==> config.mk <==
export PLATFORM = sky130hd
export DESIGN_NAME = fibonacci_mod_m_top
export DESIGN_NICKNAME = d
export VERILOG_FILES = /design/src/hw/rtl/fmm_pkg.sv /design/src/hw/rtl/fmm_datapath.sv /design/src/hw/rtl/fmm_ctrl.sv /design/src/hw/rtl/fibonacci_mod_m_top.sv
export VERILOG_INCLUDE_DIRS = /design/src /design/src/hw/rtl
export SDC_FILE = /design/constraint.sdc
export NUM_CORES = 2
export LEC_CHECK = 0
export BUFFER_PORTS_ARGS = -buffer_cell sky130_fd_sc_hd__clkbuf_2
export CAP_MARGIN = 25
export CORE_MARGIN = 10
export CORE_UTILIZATION = 45
export CTS_BUF_LIST = sky130_fd_sc_hd__clkbuf_8
export DETAILED_ROUTE_END_ITERATION = 8
export GPL_TIMING_DRIVEN = 1
export PLACE_DENSITY = 0.65
export SETUP_SLACK_MARGIN = 0.5
export SYNTH_ARGS = -nofsm -noshare
export SYNTH_HDL_FRONTEND = slang
export SYNTH_SLANG_ARGS = --single-unit
==> constraint.sdc <==
create_clock -name i_clk -period 16.2 [get_ports i_clk]
set_input_delay 0.81 -clock i_clk [delete_from_list [all_inputs] [get_ports i_clk]]
set_output_delay 0.81 -clock i_clk [all_outputs]
set_load 0.02 [all_outputs]
==> src/hw/rtl/fibonacci_mod_m_top_macros.svh <==
// Assertion macros for the Fibonacci residue block.
`ifndef FIBONACCI_MOD_M_TOP_MACROS_SVH
`define FIBONACCI_MOD_M_TOP_MACROS_SVH
`ifndef SYNTHESIS
`define FMM_ASSERT_IMPL(label, clk, rst_n, ante, cons) \
    label: assert property (@(posedge clk) disable iff (!rst_n) (ante) |-> (cons)) \
        else $error("assertion failed");
`define FMM_ASSERT_NEXT(label, clk, rst_n, ante, cons) \
    label: assert property (@(posedge clk) disable iff (!rst_n) (ante) |=> (cons)) \
        else $error("assertion failed");
`else
`define FMM_ASSERT_IMPL(label, clk, rst_n, ante, cons)
`define FMM_ASSERT_NEXT(label, clk, rst_n, ante, cons)
`endif
`endif

==> src/hw/rtl/fmm_pkg.sv <==
// Shared types and constants for the Fibonacci residue block.
`timescale 1ns / 1ps
package fmm_pkg;
    localparam int WORD_BITS = 64;
    localparam int CNT_BITS  = $clog2(WORD_BITS);

    // Datapath commands
    localparam logic [2:0] CMD_IDLE  = 3'd0;
    localparam logic [2:0] CMD_LOAD  = 3'd1;
    localparam logic [2:0] CMD_PREP  = 3'd2;
    localparam logic [2:0] CMD_MSTART = 3'd3;
    localparam logic [2:0] CMD_MSTEP = 3'd4;
    localparam logic [2:0] CMD_MSAVE = 3'd5;
    localparam logic [2:0] CMD_COMB  = 3'd6;

    // Multiplier operand selects: F(k)*t, F(k)^2, F(k+1)^2
    localparam logic [1:0] MSEL_FK_T  = 2'd0;
    localparam logic [1:0] MSEL_FK_SQ = 2'd1;
    localparam logic [1:0] MSEL_FK1_SQ = 2'd2;

    typedef struct packed {
        logic [2:0] op;
        logic [1:0] msel;
    } t_cmd;

    typedef struct packed {
        logic mul_last;
        logic bit_last;
    } t_stat;
endpackage

==> src/hw/rtl/fmm_datapath.sv <==
// Datapath: operand registers and a shared bit-serial modular multiplier.
`timescale 1ns / 1ps
module fmm_datapath import fmm_pkg::*; (
    input  logic                 i_clk,
    input  logic [WORD_BITS-1:0] i_fib_index,
    input  logic [WORD_BITS-1:0] i_modulus,
    input  t_cmd                 i_cmd,
    output t_stat                o_stat,
    output logic [WORD_BITS-1:0] o_fk
);
    logic [WORD_BITS-1:0] r_n, r_m, r_fk, r_fk1, r_t, r_p0, r_p1, r_p2;
    logic [WORD_BITS-1:0] r_x, r_y, r_acc;
    logic [CNT_BITS-1:0]  r_mcnt, r_bcnt;
    logic [WORD_BITS-1:0] n_dbl, n_acc, v_f2k, v_f2k1, v_two, v_t;

    // Modular add and subtract for operands below the modulus
    function automatic logic [WORD_BITS-1:0] add_mod(
        input logic [WORD_BITS-1:0] a, input logic [WORD_BITS-1:0] b,
        input logic [WORD_BITS-1:0] md);
        logic [WORD_BITS-1:0] room;
        room = md - b;
        return (a >= room) ? (a - room) : (a + b);
    endfunction

    function automatic logic [WORD_BITS-1:0] sub_mod(
        input logic [WORD_BITS-1:0] a, input logic [WORD_BITS-1:0] b,
        input logic [WORD_BITS-1:0] md);
        return (a >= b) ? (a - b) : (a + (md - b));
    endfunction

    // One double-and-add step of the multiplier
    always_comb begin
        n_dbl = add_mod(r_acc, r_acc, r_m);
        n_acc = r_y[WORD_BITS-1] ? add_mod(n_dbl, r_x, r_m) : n_dbl;
    end

    // Combine products into the next ladder pair
    always_comb begin
        v_f2k  = r_p0;
        v_f2k1 = add_mod(r_p1, r_p2, r_m);
        v_two  = add_mod(r_fk1, r_fk1, r_m);
        v_t    = sub_mod(v_two, r_fk, r_m);
    end

    always_ff @(posedge i_clk) begin
        case (i_cmd.op)
            CMD_LOAD: begin
                r_n    <= i_fib_index;
                r_m    <= i_modulus;
                r_fk   <= '0;
                r_fk1  <= (i_modulus == {{(WORD_BITS-1){1'b0}}, 1'b1}) ? '0
                          : {{(WORD_BITS-1){1'b0}}, 1'b1};
                r_bcnt <= CNT_BITS'(WORD_BITS - 1);
            end
            CMD_PREP: r_t <= v_t;
            CMD_MSTART: begin
                r_acc  <= '0;
                r_mcnt <= CNT_BITS'(WORD_BITS - 1);
                case (i_cmd.msel)
                    MSEL_FK_T:  begin r_x <= r_fk;  r_y <= r_t;   end
                    MSEL_FK_SQ: begin r_x <= r_fk;  r_y <= r_fk;  end
                    default:    begin r_x <= r_fk1; r_y <= r_fk1; end
                endcase
            end
            CMD_MSTEP: begin
                r_acc  <= n_acc;
                r_y    <= r_y << 1;
                r_mcnt <= r_mcnt - 1'b1;
            end
            CMD_MSAVE: begin
                case (i_cmd.msel)
                    MSEL_FK_T:  r_p0 <= r_acc;
                    MSEL_FK_SQ: r_p1 <= r_acc;
                    default:    r_p2 <= r_acc;
                endcase
            end
            CMD_COMB: begin
                if (r_n[WORD_BITS-1]) begin
                    r_fk  <= v_f2k1;
                    r_fk1 <= add_mod(v_f2k, v_f2k1, r_m);
                end else begin
                    r_fk  <= v_f2k;
                    r_fk1 <= v_f2k1;
                end
                r_n    <= r_n << 1;
                r_bcnt <= r_bcnt - 1'b1;
            end
            default: ;
        endcase
    end

    assign o_stat.mul_last = (r_mcnt == '0);
    assign o_stat.bit_last = (r_bcnt == '0);
    assign o_fk = r_fk;
endmodule

==> src/hw/rtl/fmm_ctrl.sv <==
// Controller: sequences ladder steps and handles the handshake.
`timescale 1ns / 1ps
module fmm_ctrl import fmm_pkg::*; (
    input  logic                 i_clk,
    input  logic                 i_rst_n,
    input  logic                 i_valid,
    output logic                 o_stall,
    input  logic                 i_zero_mod,
    input  t_stat                i_stat,
    output t_cmd                 o_cmd,
    output logic                 o_done,
    output logic                 o_bad,
    input  logic                 i_out_free
);
    localparam logic [2:0] S_IDLE = 3'd0;
    localparam logic [2:0] S_PREP = 3'd1;
    localparam logic [2:0] S_MST  = 3'd2;
    localparam logic [2:0] S_MRUN = 3'd3;
    localparam logic [2:0] S_MSAV = 3'd4;
    localparam logic [2:0] S_COMB = 3'd5;
    localparam logic [2:0] S_DONE = 3'd6;

    logic [2:0] r_state, n_state;
    logic [1:0] r_msel, n_msel;
    logic       r_bad, n_bad;
    logic       v_take;

    assign o_stall = (r_state != S_IDLE);
    assign v_take  = i_valid && (r_state == S_IDLE);

    // Next state and command decode
    always_comb begin
        n_state    = r_state;
        n_msel     = r_msel;
        n_bad      = r_bad;
        o_cmd.op   = CMD_IDLE;
        o_cmd.msel = r_msel;
        o_done     = 1'b0;
        case (r_state)
            S_IDLE: if (v_take) begin
                o_cmd.op = CMD_LOAD;
                n_bad    = i_zero_mod;
                n_state  = i_zero_mod ? S_DONE : S_PREP;
            end
            S_PREP: begin
                o_cmd.op = CMD_PREP;
                n_msel   = MSEL_FK_T;
                n_state  = S_MST;
            end
            S_MST: begin
                o_cmd.op = CMD_MSTART;
                n_state  = S_MRUN;
            end
            S_MRUN: begin
                o_cmd.op = CMD_MSTEP;
                if (i_stat.mul_last) n_state = S_MSAV;
            end
            S_MSAV: begin
                o_cmd.op = CMD_MSAVE;
                if (r_msel == MSEL_FK1_SQ) begin
                    n_state = S_COMB;
                end else begin
                    n_msel  = r_msel + 2'd1;
                    n_state = S_MST;
                end
            end
            S_COMB: begin
                o_cmd.op = CMD_COMB;
                n_state  = i_stat.bit_last ? S_DONE : S_PREP;
            end
            S_DONE: if (i_out_free) begin
                o_done  = 1'b1;
                n_state = S_IDLE;
            end
            default: n_state = S_IDLE;
        endcase
    end

    always_ff @(posedge i_clk) begin
        if (!i_rst_n) begin
            r_state <= S_IDLE;
            r_msel  <= MSEL_FK_T;
            r_bad   <= 1'b0;
        end else begin
            r_state <= n_state;
            r_msel  <= n_msel;
            r_bad   <= n_bad;
        end
    end

    assign o_bad = r_bad;
endmodule

==> src/hw/rtl/fibonacci_mod_m_top.sv <==
// Each index bit runs PREP, then three double-and-add multiplications (MSTART, MSTEP
// repeated until the count ends, MSAVE) on one shared unit, then COMB.
// Zero modulus goes from the load straight to the done state, with the error flag set.
// A new input is taken only after the last result has moved into the output register.
// Reset (synchronous, active low) clears the controller and output valid.
`timescale 1ns / 1ps
`include "fibonacci_mod_m_top_macros.svh"
module fibonacci_mod_m_top import fmm_pkg::*; (
    input  logic                 i_clk,
    input  logic                 i_rst_n,
    input  logic                 i_valid,
    output logic                 o_stall,
    input  logic [WORD_BITS-1:0] i_fib_index,
    input  logic [WORD_BITS-1:0] i_modulus,
    output logic                 o_valid,
    input  logic                 i_stall,
    output logic [WORD_BITS-1:0] o_fib_residue,
    output logic                 o_bad_modulus
);
    t_cmd                 w_cmd;
    t_stat                w_stat;
    logic [WORD_BITS-1:0] w_fk;
    logic                 w_done, w_bad, w_free;
    logic                 r_valid;
    logic [WORD_BITS-1:0] r_res;
    logic                 r_badm;

    assign w_free = !r_valid || !i_stall;

    fmm_ctrl u_ctrl (
        .i_clk(i_clk), .i_rst_n(i_rst_n), .i_valid(i_valid), .o_stall(o_stall),
        .i_zero_mod(i_modulus == '0), .i_stat(w_stat), .o_cmd(w_cmd),
        .o_done(w_done), .o_bad(w_bad), .i_out_free(w_free)
    );

    fmm_datapath u_dp (
        .i_clk(i_clk), .i_fib_index(i_fib_index), .i_modulus(i_modulus),
        .i_cmd(w_cmd), .o_stat(w_stat), .o_fk(w_fk)
    );

    // Hold result until transfer
    always_ff @(posedge i_clk) begin
        if (!i_rst_n) begin
            r_valid <= 1'b0;
        end else if (w_done) begin
            r_valid <= 1'b1;
        end else if (!i_stall) begin
            r_valid <= 1'b0;
        end
    end

    always_ff @(posedge i_clk) begin
        if (w_done) begin
            r_res  <= w_bad ? '0 : w_fk;
            r_badm <= w_bad;
        end
    end

    assign o_valid       = r_valid;
    assign o_fib_residue = r_res;
    assign o_bad_modulus = r_badm;

    `FMM_ASSERT_IMPL(a_bad_zero, i_clk, i_rst_n, o_valid && o_bad_modulus, o_fib_residue == '0)
    `FMM_ASSERT_NEXT(a_busy_after_take, i_clk, i_rst_n, i_valid && !o_stall, o_stall)
    `FMM_ASSERT_IMPL(a_done_free, i_clk, i_rst_n, w_done, w_free)
endmodule

==> metrics <==
cell depth of the worst flop-to-flop path 56; Vias 81480; cell leakage power 0.04142 uW; count of pins on the block boundary 199; area of the die 0.2096 sq mm; run status finished clean; cell depth of the worst setup path 56; drc violations 0; leading cell types in the layout, fill and taps excluded 1083 x sky130_fd_sc_hd__a21oi_1, 1019 x sky130_fd_sc_hd__nand2_1, 952 x sky130_fd_sc_hd__ha_1; peak supply drop between 0.15 and 0.2 mV; launching element type of the critical path flop; Starting Density a little under half; setup repair after global routing missed its margin false; arrival time at the worst endpoint 15630 ps; Hold Path Depth 1; part of the Yosys area used for sequential elements 27.35%; Die W 457.8 um; class of the worst hold path in2reg; syn_nets 11560; Max Clock Skew 48.34 ps; WL per Instance 25.08 um; H-tree depth reported by CTS 4; Pwr Density 238.1 mW/mm^2; post-synthesis async set-or-reset flop share 0%; WL final between 300 and 400 mm; CTS Buf Count about 160; leading cell type in the layout, fill and taps excluded sky130_fd_sc_hd__a21oi_1; post-synthesis cell count 10400; vias in the first global route 77010; Crit Path Category reg2reg; actual transition at the worst max-transition pin ~1200 ps; routability congestion estimate from global placement ~1; Crit path buffers/inverters 5; synthesized area per cell 8.294 sq um; Buffers on Ports 198; maximum root-to-sink buffer count 3; synthesized area 0.08626 sq mm; proportion of layout cells with a drive suffix above 1 6.640%; final hold violations 0; dominant register cell in the synthesized netlist sky130_fd_sc_hd__edfxtp_1; shortest period the worst path allows 14950 ps; gate family responsible for the most delay along the worst path compound AO/OA/AOI/OAI gates; overflow left after global routing 0; biggest fanout along the worst timing path 64; final critical-path share of the clock period 92.26%; Worst setup EP type flop; clock latency on the worst-skew pair 970 ps; summed negative setup slack over all endpoints 0 ps; total chip power 22390 uW; standard-cell row count between 150 and 200; Yosys reg bits 788; Highest Clock Rate around 67 MHz; utilization after layout about half; Root Buffer Master sky130_fd_sc_hd__clkbuf_8; number of violations of the max-capacitance limit 0; Most Frequent Cell on Critical Path sky130_fd_sc_hd__a21oi_1; initial antenna violation count 19; number of synthesized flops with an enable pin 781; slowest library cell on the worst path sky130_fd_sc_hd__edfxtp_1; first-pass GRT wire length 484.0 mm; count of cell types in the netlist 99; delay of the slowest cell on the worst path 920 ps; half-perimeter wire length of the detailed placement result roughly 270 mm; CTS clk-pin slew, worst paths 60 ps; antenna-violating nets left 0; final count of negative-setup-slack endpoints 0; DRT Pass-1 Iters 7; Die Y-Extent 457.8 um; via density per instance ~6.2; synth-to-layout area growth 9.004%; normalized max-slew margin 15.95%; yosys warns 0; Layout Nets 11770; Core Region ~0.19 sq mm; maximum number of pins on one net before global-route repair 147; final slew viol count 0; data required time of the worst path roughly 17000 ps; first-iteration detailed-routing DRC count 8584; Overall Global Routing Usage between 30% and 40%; clk sink count 788; TritonCTS clock tree yes
-- per-stage QoR --
stage	cell area, sq um	worst slack [ps]	hold WS (ps)	std cells
final	94030	1254	73.75	13240
after floorplan	86260	4940	428.1	10400
after global routing	94020	533.8	26.30	13240
after CTS	93940	1315	0.1650	13230
after detailed placement	90520	1385	492.4	12910
after global placement	90450	1261	486.2	12900
-- cell usage after synthesis, types with 125 or more instances --
cell type / n / area share (%)
sky130_fd_sc_hd__nor3_1: 125 / 0.73
sky130_fd_sc_hd__a31oi_1: 173 / 1.3
sky130_fd_sc_hd__nand4_1: 162 / 1.2
sky130_fd_sc_hd__xnor2_1: 515 / 5.2
sky130_fd_sc_hd__o21bai_1: 156 / 1.4
sky130_fd_sc_hd__nor2b_1: 164 / 1.2
sky130_fd_sc_hd__nand2b_1: 163 / 1.2
sky130_fd_sc_hd__o21ai_0: 773 / 4.5
sky130_fd_sc_hd__nand3_1: 177 / 1.0
sky130_fd_sc_hd__a21o_1: 674 / 5.9
sky130_fd_sc_hd__inv_1: 646 / 2.8
sky130_fd_sc_hd__a21oi_1: 1085 / 6.3
sky130_fd_sc_hd__edfxtp_1: 781 / 27
sky130_fd_sc_hd__nand2_1: 1022 / 4.4
sky130_fd_sc_hd__clkbuf_1: 342 / 1.5
sky130_fd_sc_hd__ha_1: 954 / 14
sky130_fd_sc_hd__a211oi_1: 167 / 1.5
sky130_fd_sc_hd__nor2_1: 765 / 3.3
sky130_fd_sc_hd__xor2_1: 363 / 3.7
-- kinds of logic after synthesis --
family          count (synthesis)  share of synthesized area, %
simple gates                 2944                         15.94
mux                            37                        0.4540
buf+inv                      1015                         4.435
flops                         788                         27.35
compound gates               3703                         27.23
xor+xnor                      878                         8.914
fa+ha+maj                    1036                         15.67
-- path summary, 6_finish.rpt --
path | slack (ps) | from | end
worst max-delay path | 1250 | u_dp.r_m[1] | u_dp.r_fk1[0]
worst min-delay path | 70 | i_modulus[36] | u_dp.r_m[36]
worst max register to register | 1250 | u_dp.r_m[1] | u_dp.r_fk1[0]
worst min register to register | 500 | u_dp.r_n[43] | u_dp.r_n[44]
-- cell type report --
| type | count | area [sq um] |
|---|---|---|
| timing repair buffer | 415 | 2813 |
| fill | 18490 | 96350 |
| inverter | 647 | 2430 |
| clock buffer | 158 | 2175 |
| multi-input combinational | 8598 | 59010 |
| sequential | 788 | 23600 |
| clock inverter | 117 | 847.1 |
| tap | 2511 | 3142 |
| antenna | 9 | 22.52 |
-- what timing repair did --
action | CTS | global route
setup endpoints to repair | 0 | 3
setup buffers | 0 | 0
hold buffers | 40 | 0
endpoints found under the hold margin | 40 | 0
resized for setup | 0 | 1
-- per-layer routing --
metal | vias to the layer above | part of all wire (%) | global-route usage (%)
li1 | 38690 | - | -
met2 | 3501 | 40 | 42.96
met3 | 424 | 8.9 | 4.859
met5 | - | 0 | 0
met1 | 38870 | 48 | 46.25
met4 | 0 | 3.1 | 9.075
-- where the power goes --
group          switching (uW)  internal [uW]
sequential                273           2790
combinational           10500           6740
clock                    1010           1080
-- state kept, by name, summed over array words and instances, names as in the netlist, 64 cells and up --
register       count
u_dp.r_y          64
u_dp.r_p2         64
u_dp.r_x          64
u_dp.r_p1         64
u_dp.r_acc        64
u_dp.r_n          64
u_dp.r_fk1        64
u_dp.o_fk         64
u_dp.r_p0         64
u_dp.r_t          64
u_dp.r_m          64
o_fib_residue     64
Power figures use the tool's default switching activity.
